### src/rtl/timed_event_replay_buffer_top_defines.svh
// assertion macros shared by the replay buffer rtl
`ifndef TIMED_EVENT_REPLAY_BUFFER_TOP_DEFINES_SVH
`define TIMED_EVENT_REPLAY_BUFFER_TOP_DEFINES_SVH

// checked on every clock, quiet while reset is high
`define TERB_ASSERT(label, prop, msg) \
  label: assert property (@(posedge clk) disable iff (rst) prop) else $error(msg);

// checked on every clock, reset included
`define TERB_ASSERT_ALWAYS(label, prop, msg) \
  label: assert property (@(posedge clk) prop) else $error(msg);

`endif

### src/rtl/terb_pkg.sv
// package: sizes, codes and controller/datapath interface types
package terb_pkg;

  localparam int EVENT_DEPTH = 64;
  localparam int MAX_RESULTS = 64;
  localparam int IDX_W       = $clog2(EVENT_DEPTH);
  localparam int CNT_W       = $clog2(EVENT_DEPTH + 1);
  localparam int NRES_W      = $clog2(MAX_RESULTS + 1);
  localparam int Q_W         = 32;

  typedef enum logic [2:0] {
    OP_TICK   = 3'd0,
    OP_RECORD = 3'd1,
    OP_PLAY   = 3'd2,
    OP_PAUSE  = 3'd3,
    OP_CLEAR  = 3'd4,
    OP_RESET  = 3'd5,
    OP_REWIND = 3'd6
  } op_t;

  typedef enum logic [1:0] {
    KIND_ACK   = 2'd0,
    KIND_EVENT = 2'd1,
    KIND_FWD   = 2'd2
  } kind_t;

  typedef enum logic [1:0] {
    ST_OK         = 2'd0,
    ST_NOT_PAUSED = 2'd1,
    ST_FULL       = 2'd2
  } status_t;

  typedef enum logic [2:0] {
    S_IDLE,
    S_EXEC,
    S_READ,
    S_EVAL,
    S_FLUSH
  } state_t;

  // controller to datapath
  typedef struct packed {
    logic latch;   // capture the incoming item
    logic do_op;   // execute a non-tick opcode and acknowledge
    logic fwd;     // forward tick_dt as a time event
    logic add_dt;  // add tick_dt to the accumulator, start a replay
    logic rd;      // read the store at the read pointer
    logic take;    // replay the event just read
    logic flush;   // send the pending event as the final result
  } cmd_t;

  // datapath to controller
  typedef struct packed {
    op_t  op;
    logic valid_op;
    logic playing;
    logic at_end;
    logic n_full;
    logic go;
  } stat_t;

endpackage

### src/rtl/terb_ctrl.sv
// controller state machine for the replay buffer
module terb_ctrl import terb_pkg::*; (
  input  logic  clk,
  input  logic  rst,
  input  logic  start,
  input  stat_t stat,
  output cmd_t  cmd,
  output logic  busy
);

  state_t state;
  state_t state_next;

  always_ff @(posedge clk) begin
    if (rst) begin
      state <= S_IDLE;
    end else begin
      state <= state_next;
    end
  end

  // next state
  always_comb begin
    state_next = state;
    case (state)
      S_IDLE: begin
        if (start) state_next = S_EXEC;
      end
      S_EXEC: begin
        if (stat.op == OP_TICK && stat.valid_op && stat.playing && !stat.at_end) begin
          state_next = S_READ;
        end else begin
          state_next = S_IDLE;
        end
      end
      S_READ: begin
        if (stat.at_end || stat.n_full) state_next = S_FLUSH;
        else state_next = S_EVAL;
      end
      S_EVAL: begin
        if (stat.go) state_next = S_READ;
        else state_next = S_FLUSH;
      end
      S_FLUSH: state_next = S_IDLE;
      default: state_next = S_IDLE;
    endcase
  end

  // outputs
  always_comb begin
    cmd  = '0;
    busy = (state != S_IDLE);
    case (state)
      S_IDLE: cmd.latch = start;
      S_EXEC: begin
        if (stat.valid_op) begin
          if (stat.op == OP_TICK) begin
            if (stat.playing && stat.at_end) cmd.fwd = 1'b1;
            if (stat.playing && !stat.at_end) cmd.add_dt = 1'b1;
          end else begin
            cmd.do_op = 1'b1;
          end
        end
      end
      S_READ: begin
        if (!(stat.at_end || stat.n_full)) cmd.rd = 1'b1;
      end
      S_EVAL: cmd.take = stat.go;
      S_FLUSH: cmd.flush = 1'b1;
      default: cmd = '0;
    endcase
  end

endmodule

### src/rtl/terb_dpath.sv
// datapath: event store, pointers, time accumulator and result registers
`include "timed_event_replay_buffer_top_defines.svh"

module terb_dpath import terb_pkg::*; (
  input  logic           clk,
  input  logic           rst,
  input  cmd_t           cmd,
  output stat_t          stat,
  input  logic [2:0]     opcode,
  input  logic           event_is_time,
  input  logic [Q_W-1:0] event_delta,
  input  logic [Q_W-1:0] event_payload,
  input  logic [Q_W-1:0] tick_dt,
  output logic           result_valid,
  output logic [1:0]     result_kind,
  output logic           out_is_time,
  output logic [Q_W-1:0] out_delta,
  output logic [Q_W-1:0] out_payload,
  output logic [1:0]     status,
  output logic           finished,
  output logic           last
);

  // captured item
  logic [2:0]     q_op;
  logic           q_is_time;
  logic [Q_W-1:0] q_delta;
  logic [Q_W-1:0] q_payload;
  logic [Q_W-1:0] q_dt;

  // control state
  logic [CNT_W-1:0]  event_count;
  logic [CNT_W-1:0]  read_pointer;
  logic [Q_W-1:0]    acc;
  logic              playing;
  logic [NRES_W-1:0] n_res;
  logic              pend_valid;

  // store and read port
  logic [Q_W:0]   event_store [EVENT_DEPTH];
  logic           rd_is_time;
  logic [Q_W-1:0] rd_val;

  // event waiting to learn whether it is the final result
  logic           pend_is_time;
  logic [Q_W-1:0] pend_delta;
  logic [Q_W-1:0] pend_payload;
  logic           pend_finished;

  // opcode effects
  logic [CNT_W-1:0] count_next;
  logic [CNT_W-1:0] rp_next;
  logic             playing_next;
  logic [Q_W-1:0]   acc_op_next;
  status_t          ack_status;
  logic             store_we;
  logic [Q_W:0]     acc_sum;
  logic [CNT_W-1:0] rp_inc;
  logic             at_end;
  logic             result_valid_next;

  assign at_end = (read_pointer >= event_count);
  assign rp_inc = read_pointer + CNT_W'(1);
  assign acc_sum = {1'b0, acc} + {1'b0, q_dt};

  // a replayed event goes out one step late, only once a pending one exists
  assign result_valid_next = cmd.do_op || cmd.fwd || ((cmd.take || cmd.flush) && pend_valid);

  always_comb begin
    stat.op       = op_t'(q_op);
    stat.valid_op = (q_op <= 3'(OP_REWIND));
    stat.playing  = playing;
    stat.at_end   = at_end;
    stat.n_full   = (n_res == NRES_W'(MAX_RESULTS));
    stat.go       = !(rd_is_time && (rd_val > acc));
  end

  always_comb begin
    count_next   = event_count;
    rp_next      = read_pointer;
    playing_next = playing;
    acc_op_next  = acc;
    ack_status   = ST_OK;
    store_we     = 1'b0;
    case (op_t'(q_op))
      OP_RECORD: begin
        if (playing) begin
          ack_status = ST_NOT_PAUSED;
        end else if (event_count >= CNT_W'(EVENT_DEPTH)) begin
          ack_status = ST_FULL;
        end else begin
          store_we   = 1'b1;
          count_next = event_count + CNT_W'(1);
          rp_next    = event_count + CNT_W'(1);
        end
      end
      OP_PLAY: begin
        if (playing) ack_status = ST_NOT_PAUSED;
        else playing_next = 1'b1;
      end
      OP_PAUSE: playing_next = 1'b0;
      OP_CLEAR: begin
        if (playing) begin
          ack_status = ST_NOT_PAUSED;
        end else begin
          count_next = '0;
          rp_next    = '0;
        end
      end
      OP_RESET: begin
        playing_next = 1'b0;
        count_next   = '0;
        rp_next      = '0;
      end
      OP_REWIND: begin
        rp_next     = '0;
        acc_op_next = '0;
      end
      default: ack_status = ST_OK;
    endcase
  end

  // store: one write port, one registered read port
  always_ff @(posedge clk) begin
    if (cmd.do_op && store_we) begin
      event_store[event_count[IDX_W-1:0]] <= q_is_time
        ? {1'b1, q_delta} : {1'b0, q_payload};
    end
  end

  always_ff @(posedge clk) begin
    if (cmd.rd) begin
      {rd_is_time, rd_val} <= event_store[read_pointer[IDX_W-1:0]];
    end
  end

  always_ff @(posedge clk) begin
    if (cmd.latch) begin
      q_op      <= opcode;
      q_is_time <= event_is_time;
      q_delta   <= event_delta;
      q_payload <= event_payload;
      q_dt      <= tick_dt;
    end
  end

  always_ff @(posedge clk) begin
    if (rst) begin
      event_count  <= '0;
      read_pointer <= '0;
      acc          <= '0;
      playing      <= 1'b0;
      n_res        <= '0;
      pend_valid   <= 1'b0;
      result_valid <= 1'b0;
    end else begin
      result_valid <= result_valid_next;
      if (cmd.do_op) begin
        event_count  <= count_next;
        read_pointer <= rp_next;
        playing      <= playing_next;
        acc          <= acc_op_next;
      end
      if (cmd.add_dt) begin
        acc        <= acc_sum[Q_W] ? '1 : acc_sum[Q_W-1:0];
        n_res      <= '0;
        pend_valid <= 1'b0;
      end
      if (cmd.take) begin
        if (rd_is_time) acc <= acc - rd_val;
        read_pointer <= rp_inc;
        n_res        <= n_res + NRES_W'(1);
        pend_valid   <= 1'b1;
      end
      if (cmd.flush) begin
        pend_valid <= 1'b0;
      end
    end
  end

  always_ff @(posedge clk) begin
    if (cmd.take) begin
      pend_is_time  <= rd_is_time;
      pend_delta    <= rd_is_time ? rd_val : '0;
      pend_payload  <= rd_is_time ? '0 : rd_val;
      pend_finished <= (rp_inc >= event_count);
    end
  end

  // result registers
  always_ff @(posedge clk) begin
    if (cmd.do_op) begin
      result_kind <= KIND_ACK;
      out_is_time <= 1'b0;
      out_delta   <= '0;
      out_payload <= '0;
      status      <= ack_status;
      finished    <= (rp_next >= count_next);
      last        <= 1'b1;
    end else if (cmd.fwd) begin
      result_kind <= KIND_FWD;
      out_is_time <= 1'b1;
      out_delta   <= q_dt;
      out_payload <= '0;
      status      <= ST_OK;
      finished    <= at_end;
      last        <= 1'b1;
    end else if (cmd.take || cmd.flush) begin
      result_kind <= KIND_EVENT;
      out_is_time <= pend_is_time;
      out_delta   <= pend_delta;
      out_payload <= pend_payload;
      status      <= ST_OK;
      finished    <= pend_finished;
      last        <= cmd.flush;
    end
  end

  `TERB_ASSERT(a_rp_bounded, read_pointer <= event_count, "read pointer past stored events")
  `TERB_ASSERT(a_count_bounded, event_count <= CNT_W'(EVENT_DEPTH), "event count past depth")
  `TERB_ASSERT(a_last_clears, result_valid && last |-> !pend_valid, "event pending after last")
  `TERB_ASSERT(a_take_valid, cmd.take |-> !at_end && (n_res < NRES_W'(MAX_RESULTS)),
    "replay beyond store or result limit")
  `TERB_ASSERT_ALWAYS(a_reset_quiet, rst |=> !result_valid, "result right after reset")

endmodule

### src/rtl/timed_event_replay_buffer_top.sv
// top level of the timed event replay buffer
//
// channel | direction | handshake                         | fields
// item    | in        | start && !busy                    | opcode, event_is_time, event_delta,
//         |           |                                   | event_payload, tick_dt
// result  | out       | result_valid, one cycle per result| result_kind, out_is_time, out_delta,
//         |           |                                   | out_payload, status, finished, last
//
// a valid non-tick item is acknowledged once captured and executed, and busy drops with it
// a tick replays stored events one at a time (store read, then compare against the accumulator)
// and holds busy until the store ends, a time event exceeds the accumulator or results are full
// a replayed event is held pending and shown once the next decision is made, so that last can be set correctly
// reset is synchronous; store contents need no clearing, only entries below the count are read
// the receiver cannot stall: every result is taken in the cycle it is shown
`include "timed_event_replay_buffer_top_defines.svh"

module timed_event_replay_buffer_top import terb_pkg::*; (
  input  logic           clk,
  input  logic           rst,
  // item side
  input  logic           start,
  output logic           busy,
  input  logic [2:0]     opcode,
  input  logic           event_is_time,
  input  logic [Q_W-1:0] event_delta,
  input  logic [Q_W-1:0] event_payload,
  input  logic [Q_W-1:0] tick_dt,
  // result side
  output logic           result_valid,
  output logic [1:0]     result_kind,
  output logic           out_is_time,
  output logic [Q_W-1:0] out_delta,
  output logic [Q_W-1:0] out_payload,
  output logic [1:0]     status,
  output logic           finished,
  output logic           last
);

  cmd_t  cmd;   // controller commands
  stat_t stat;  // datapath status

  // sequencing: capture, execute, read/evaluate loop, final flush
  terb_ctrl u_ctrl (
    .clk   (clk),
    .rst   (rst),
    .start (start),
    .stat  (stat),
    .cmd   (cmd),
    .busy  (busy)
  );

  // store, pointers, accumulator and result registers
  terb_dpath u_dpath (
    .clk           (clk),
    .rst           (rst),
    .cmd           (cmd),
    .stat          (stat),
    .opcode        (opcode),
    .event_is_time (event_is_time),
    .event_delta   (event_delta),
    .event_payload (event_payload),
    .tick_dt       (tick_dt),
    .result_valid  (result_valid),
    .result_kind   (result_kind),
    .out_is_time   (out_is_time),
    .out_delta     (out_delta),
    .out_payload   (out_payload),
    .status        (status),
    .finished      (finished),
    .last          (last)
  );

  // no item is taken while a tick replay or an acknowledge is in flight
  `TERB_ASSERT(a_busy_after_accept, start && !busy |=> busy, "item accepted but not busy")
  `TERB_ASSERT(a_idle_after_last, result_valid && last |-> !busy, "busy after final result")
  `TERB_ASSERT(a_no_result_at_rest, !busy && !$past(busy) |-> !result_valid,
    "result with no item in flight")

endmodule
### config.mk
export PLATFORM = sky130hd
export DESIGN_NAME = timed_event_replay_buffer_top
export DESIGN_NICKNAME = d
export VERILOG_FILES = /design/src/rtl/terb_pkg.sv /design/src/rtl/terb_ctrl.sv /design/src/rtl/terb_dpath.sv /design/src/rtl/timed_event_replay_buffer_top.sv
export VERILOG_INCLUDE_DIRS = /design/src /design/src/rtl
export SDC_FILE = /design/constraint.sdc
export NUM_CORES = 2
export LEC_CHECK = 0
export BUFFER_PORTS_ARGS = -buffer_cell sky130_fd_sc_hd__buf_2
export CORE_MARGIN = 2
export CORE_UTILIZATION = 25
export DETAILED_ROUTE_END_ITERATION = 16
export PLACE_DENSITY = 0.43
export SLEW_MARGIN = 10
export SYNTH_ARGS = -nofsm -noshare
export SYNTH_HDL_FRONTEND = slang
export SYNTH_SLANG_ARGS = --single-unit
### constraint.sdc
create_clock -name clk -period 4.7 [get_ports clk]
set_input_delay 0.235 -clock clk [delete_from_list [all_inputs] [get_ports clk]]
set_output_delay 0.235 -clock clk [all_outputs]
set_load 0.02 [all_outputs]
**After elaboration in Yosys (flattened, before gate mapping)**

Memories as Yosys holds them, arrays and structs flattened. A register that Yosys moved wholly into a read port is not among the register bits.
Cells that the tools add are included.

- Equal/unequal tests: 12
- $add $sub $neg: 5
- Reductions and logical operators: 28
- Order comparisons: 6
- Muxes and demuxes: 59

Operator list:

| operator | number |
|---|---|
| $mux 32 | 8 |
| $mux 7 | 10 |
| $pmux 7 s3 | 2 |
| $add 32x32->33 | 1 |
| $mux 33 | 1 |
| $gt 32x32->1 | 1 |
| $sub 32x32->32 | 1 |
| $add 7x1->7 const B | 3 |
| $ge 7x7->1 | 3 |
| $mux 1 | 21 |
| $mux 2 | 9 |
| $mux 3 | 5 |
| $eq 3x2->1 const B | 4 |
| $eq 3x3->1 const B | 4 |
| $pmux 3 s4 | 1 |
| $reduce_or 2->1 | 5 |
| $logic_and 1x1->1 | 8 |
| $reduce_bool 2->1 | 4 |
| $eq 7x7->1 const B | 1 |
| $ge 7x7->1 const B | 1 |
| $eq 3x1->1 const B | 2 |
| $logic_not 3->1 | 2 |
| $reduce_bool 3->1 | 2 |
| $logic_or 1x1->1 | 4 |
| 6 further kinds | 7 |

- Memory bits (writable): 2112
- Input port bits: 103
- Output and inout port bits: 73
- Memories: 1
- Register bits: 296

Memory list:

| memory | depth | width | rd ports | clocked after memory_dff | wr ports | line | text |
|---|---|---|---|---|---|---|---|
| u_dpath.event_store | 64 | 33 | 1 | 1 | 1 | terb_dpath.sv:40 | `logic [Q_W:0] event_store [EVENT_DEPTH];` |

**Depth between registers and ports, before layout**

- Word-level depth: 11
- Mapped depth: 19
- Depth with buffers taken out: 16

**Hierarchy**

A second synthesis with hierarchy kept.

- Cell total of the unflattened synthesis: 4711
- Area total of the unflattened synthesis: 96560.1 sq um

Modules (own cells, without submodules):

| module | cells an instance | instances | area each (sq um) | sequential area each (sq um) |
|---|---|---|---|---|
| terb_dpath | 4685 | 1 | 96352.4 | 71969.0 |
| terb_ctrl | 26 | 1 | 207.7 | 60.1 |

**Least setup slack after synthesis**

Ideal clock, no wire load.

- Path type: register to register
- From: register u_dpath.rd_val[0] (read register of u_dpath.event_store)
- To: register u_dpath.pend_delta[0], enable pin
- Setup time: 397 ps
- Required time: 4303 ps
- Setup slack: 878 ps
- Arrival: 3425 ps
- Cell stages (with the launch flop): 11
- Cell sequence: edfxtp_1 > ha_1 > fa_1 > nand2b_1 > a21oi_2 > o211ai_1 > and4b_4 > or4_4 > a21o_4 > clkinv_2 > buf_2

RTL lines:

| what | line | text |
|---|---|---|
| from (decl) | terb_dpath.sv:42 | `logic [Q_W-1:0] rd_val;` |
| to (signal assigned) | terb_dpath.sv:184 | `pend_delta <= rd_is_time ? rd_val : '0;` |
| to (decl) | terb_dpath.sv:46 | `logic [Q_W-1:0] pend_delta;` |

**Worst setup path after layout**

- From: register u_dpath.read_pointer[1]
- To: register u_dpath.rd_val[31] (read register of u_dpath.event_store), data pin

- Longest elaborated chain between the ends: 4

RTL lines:

| what | line | text |
|---|---|---|
| from (decl) | terb_dpath.sv:33 | `logic [CNT_W-1:0] read_pointer;` |
| from (signal assigned) | terb_dpath.sv:160 | `read_pointer <= rp_next;` |
| from (signal assigned) | terb_dpath.sv:171 | `read_pointer <= rp_inc;` |
| $ge 7x7->1 | terb_dpath.sv:62 | `assign at_end = (read_pointer >= event_count);` |
| $logic_or 1x1->1 | terb_ctrl.sv:66 | `if (!(stat.at_end \|\| stat.n_full)) cmd.rd = 1'b1;` |
| $mux 1 | terb_ctrl.sv:66 |  |
| $mux 1 | terb_ctrl.sv:53 | `case (state)` |

Parallel ways exist; a longest one is shown, timed or not.
A chain may end at the register's enable or synchronous reset.

==> flow_results.org <==
** STA
- Setup violations remaining at the end of the flow were counted as 0.
- Worst slew margin relative to its limit :: 25.1%
- In the final timing run, aggregate negative setup slack is 0 ps.
- The routed design could run at a clock period as short as 4220 ps.
- For this run, the top clock speed supported by timing is 237 MHz.
- After layout, the worst path uses 89.7% of the clock period.
- Final hold vios :: 0
- Clk_skew :: 54.3 ps
- Worst-margin pin slew :: 1120 ps
- RSZ-0062 raised after global routing :: false
- The count of pins over their slew limit came to 0.

** Clock network
- Clock insertion delay at the later pin of the skew report :: between 800 and 900 ps
- Buffers added to address setup during post-CTS repair amount to 0.
- CTS placed an instance of sky130_fd_sc_hd__clkbuf_16 at the clock tree root.
- CTS max path bufs :: 4
- H-tree levels :: 5
- TritonCTS created 271 clock buffers.
- # clock sinks :: roughly 2400
- Clock tree from TritonCTS :: built
- After clock tree synthesis, the clock-pin slew on the worst setup and hold paths is 60 ps.

** Routing
- The detail route stage leaves a number of antenna-violating nets equal to 0.
- Total number of vias :: 53300
- DRT Wirelength :: between 300000 and 400000 um
- After detailed routing, the number of remaining DRC violations is 0.
- After detailed routing, the average wire length per cell comes to 26.9 um.
- DR vias/cell :: approximately 4.7
- In this run, the number of DRC markers left after iteration 0 of detailed routing was 4879.
- The first detailed-routing pass ran for 5 iterations.

** Place
- Input and output buffers added on the ports amount to roughly 180.
- The wire-length estimate of the detail-placed layout is between 150000 and 200000 um.
- At the end of routability-driven placement, the weighted congestion stood at 0.781.
- In this run the cell area measured after placement is 107000 um^2.

** Logic synthesis
- In the synthesized netlist the dominant register cell turns out to be sky130_fd_sc_hd__edfxtp_1.
- The share of synthesized area in the top cell type comes to a little under three quarters.
- The number of nets handed over by synthesis was 5571.
- Ys async rst share :: 0%
- After synthesis the cells add up to 97100 um^2.
- The Yosys step of the flow raised 0 warnings.
- Per-instance average area after synthesis :: 18.1 um^2
- Gate Count Post-Synth :: around 5400
- After synthesis, flip-flops and latches occupy 74.2% of the total area.
- After synthesis the netlist holds a flip-flop and latch count of 2441.
- Of all cell types, the one taking the most synthesized area is sky130_fd_sc_hd__edfxtp_1.
- Number of synthesized flops with an enable pin :: between 2000 and 2500
- Library cells used by synthesis :: 77
- Ranked by total cell area, the synthesized netlist is headed by sky130_fd_sc_hd__edfxtp_1 (72%), sky130_fd_sc_hd__mux4_2 (8.4%), sky130_fd_sc_hd__mux2i_1 (4.3%).

** Floorplan
- The initial utilization of the core area, before any placement, comes to 25.1%.
- In this run the core area contains 228 standard-cell rows.
- The die is around 630 um tall.
- Width of the chip :: 627 um
- The total area inside the core boundary comes to 386000 um^2.
- For this design the top-level I/O count stands at 176.
- Overall die area :: roughly 390000 um^2

** GRT
- Number of antenna violations at the first check in global routing :: 48
- Pin count of the biggest net entering global routing :: 89
- Number of global-route vias before repair :: 54300
- For this run the aggregate overflow at the end of global routing stands at 0.
- The first global-routing pass estimated 423000 um of wire.
- Across every metal layer, demand over resource in global routing totals between 10% and 20%.

** Setup path
- Highest fanout seen on the critical path :: 29
- At the worst endpoint, the required time is 5140 ps.
- The worst setup path is captured at a flop.
- Startpoint class of the critical path :: flop
- Critical Setup Path Class :: reg -> reg
- Data arrives at the worst endpoint at 4650 ps.

** Final layout
- Number of nets in the layout :: ~6000
- The finished cells cover 116000 um^2.
- Layout area overhead :: 19.2%
- FILL cells :: 38000
- Share of final-layout standard cells stronger than drive strength 1 :: 20.9%

** Run
- MaxCap Viol Count :: 0

** Power
- P per Cell Area :: 398 nW/um^2
- Summed over all cells, the static leakage comes to 35.4 nW.
- The worst-case IR drop observed on VDD is between 0.2 and 0.3 mV.

** Worst hold path
- Type of the most critical hold path :: in -> reg

** Status
- Outcome :: finished clean
==> metal layers <==
layer	wire, um	GRT usage (%)	up-vias
li1	-	-	23000
met1	141000	21.6	28300
met2	137000	23.4	1634
met3	19000	2.94	407
met4	7010	3.66	6
met5	34	0	-
==> sequential cells by signal (all words and copies together) (netlist names), 2 cells and up <==
register,cells
u_dpath.q_payload,32
u_dpath.acc,32
u_dpath.rd_val,32
u_dpath.n_res,7
u_dpath.event_count,7
u_dpath.status,2
u_dpath.pend_payload,32
u_dpath.read_pointer,7
u_dpath.result_kind,2
u_dpath.event_store,2112
u_dpath.pend_delta,32
u_dpath.q_dt,32
u_dpath.q_delta,32
u_dpath.out_payload,32
u_dpath.out_delta,32
u_dpath.q_op,3
u_ctrl.state,3
==> report_power, final <==
group          switching [mW]  internal, mW  leakage [nW]
registers              0.0680          24.1          21.9
logic                    1.47         0.653          9.56
clock network            8.64          11.2          3.94
==> Yosys cell counts (29+ instances only) <==
cell type,number
sky130_fd_sc_hd__inv_1,57
sky130_fd_sc_hd__mux2i_1,420
sky130_fd_sc_hd__o22ai_1,105
sky130_fd_sc_hd__clkbuf_1,163
sky130_fd_sc_hd__buf_2,66
sky130_fd_sc_hd__dfxtp_1,127
sky130_fd_sc_hd__nand2_1,268
sky130_fd_sc_hd__nand3_1,38
sky130_fd_sc_hd__nor2_1,259
sky130_fd_sc_hd__edfxtp_1,2314
sky130_fd_sc_hd__xnor2_1,39
sky130_fd_sc_hd__nor3_1,29
sky130_fd_sc_hd__mux2_2,34
sky130_fd_sc_hd__buf_1,63
sky130_fd_sc_hd__ha_1,90
sky130_fd_sc_hd__o221ai_1,238
sky130_fd_sc_hd__xor2_1,29
sky130_fd_sc_hd__a21oi_1,287
sky130_fd_sc_hd__and2_1,47
sky130_fd_sc_hd__o21ai_0,80
sky130_fd_sc_hd__mux4_2,364
==> logic make-up after synthesis <==
group | Yosys count | share of synthesized area (%)
compound gates | 876 | 6.08
flops | 2441 | 74.2
buf+inv | 357 | 1.49
mux | 818 | 13.2
xor+xnor | 68 | 0.613
simple gates | 724 | 3.26
fa+ha+maj | 92 | 1.20
==> worst paths after layout <==
| path | slack [ps] | depth (start not counted) | endpoint | startpoint |
|---|---|---|---|---|
| max | 480 | 7 | u_dpath.rd_val[31] | u_dpath.read_pointer[1] |
| min | 90 | 2 | u_dpath.q_payload[1] | event_payload[1] |
| max reg2reg | 480 | 7 | u_dpath.rd_val[31] | u_dpath.read_pointer[1] |
| min reg2reg | 450 | 2 | u_dpath.out_payload[23] | u_dpath.out_payload[23] |
==> critical path, stage by stage (launching register included) <==
cell and delay, ps:
sky130_fd_sc_hd__dfxtp_4 650, sky130_fd_sc_hd__buf_12 330, sky130_fd_sc_hd__buf_4 330, sky130_fd_sc_hd__buf_4 310
sky130_fd_sc_hd__mux4_2 350, sky130_fd_sc_hd__mux4_2 550, sky130_fd_sc_hd__o211ai_1 650, sky130_fd_sc_hd__o21ai_1 530
==> layout by cell type (no fill, tap or decap), types with 29 or more instances in the layout <==
master	Yosys	layout
sky130_fd_sc_hd__edfxtp_1	2314	2314
sky130_fd_sc_hd__a21oi_1	287	287
sky130_fd_sc_hd__dfxtp_1	127	121
sky130_fd_sc_hd__dlygate4sd3_1	0	102
sky130_fd_sc_hd__mux2_2	34	31
sky130_fd_sc_hd__xor2_1	29	29
sky130_fd_sc_hd__nand3_1	38	38
sky130_fd_sc_hd__clkbuf_16	0	281
sky130_fd_sc_hd__o221ai_1	238	238
sky130_fd_sc_hd__nand2_1	268	267
sky130_fd_sc_hd__clkbuf_1	163	64
sky130_fd_sc_hd__and2_1	47	47
sky130_fd_sc_hd__inv_1	57	54
sky130_fd_sc_hd__ha_1	90	90
sky130_fd_sc_hd__clkinv_2	1	41
sky130_fd_sc_hd__xnor2_1	39	39
sky130_fd_sc_hd__nor3_1	29	29
sky130_fd_sc_hd__nor2_4	0	64
sky130_fd_sc_hd__mux2i_1	420	420
sky130_fd_sc_hd__buf_12	0	73
sky130_fd_sc_hd__buf_4	2	189
sky130_fd_sc_hd__clkinv_1	1	67
sky130_fd_sc_hd__o21ai_0	80	76
sky130_fd_sc_hd__buf_2	66	175
sky130_fd_sc_hd__o22ai_1	105	105
sky130_fd_sc_hd__mux4_2	364	364
sky130_fd_sc_hd__nor2_1	259	195
==> metrics by stage <==
stage	total power, mW	hold slack (ps)	instances	utilization (%)	setup WS [ps]
after floorplan	25.6	334	5376	-	878
after global placement	26.6	411	10700	27.6	211
final	46.1	91.5	11300	30.0	485
after detailed placement	26.7	413	10700	27.6	475
after CTS	46.7	19.4	11300	29.9	463
after global routing	47.6	50.4	11300	30.0	270
==> layout make-up <==
| class | instances | area (um^2) | share of cell area, % |
|---|---|---|---|
| multi-input combinational | 2578 | 24100 | 20.9 |
| tap | 5175 | 6470 | 5.60 |
| clock buffer | 347 | 7300 | 6.31 |
| sequential | 2441 | 72000 | 62.3 |
| timing repair buffer | 539 | 4780 | 4.13 |
| antenna | 7 | 17.5 | 0.0151 |
| clock inverter | 123 | 717 | 0.620 |
| inverter | 60 | 238 | 0.205 |
==> what timing repair did <==
item | in CTS | in global routing
setup endpoints to repair | 0 | 0
resized for setup | 0 | 0
hold endpoints to repair | 123 | 0
hold buffers | 102 | 0
(Power assumes the default switching activity.)
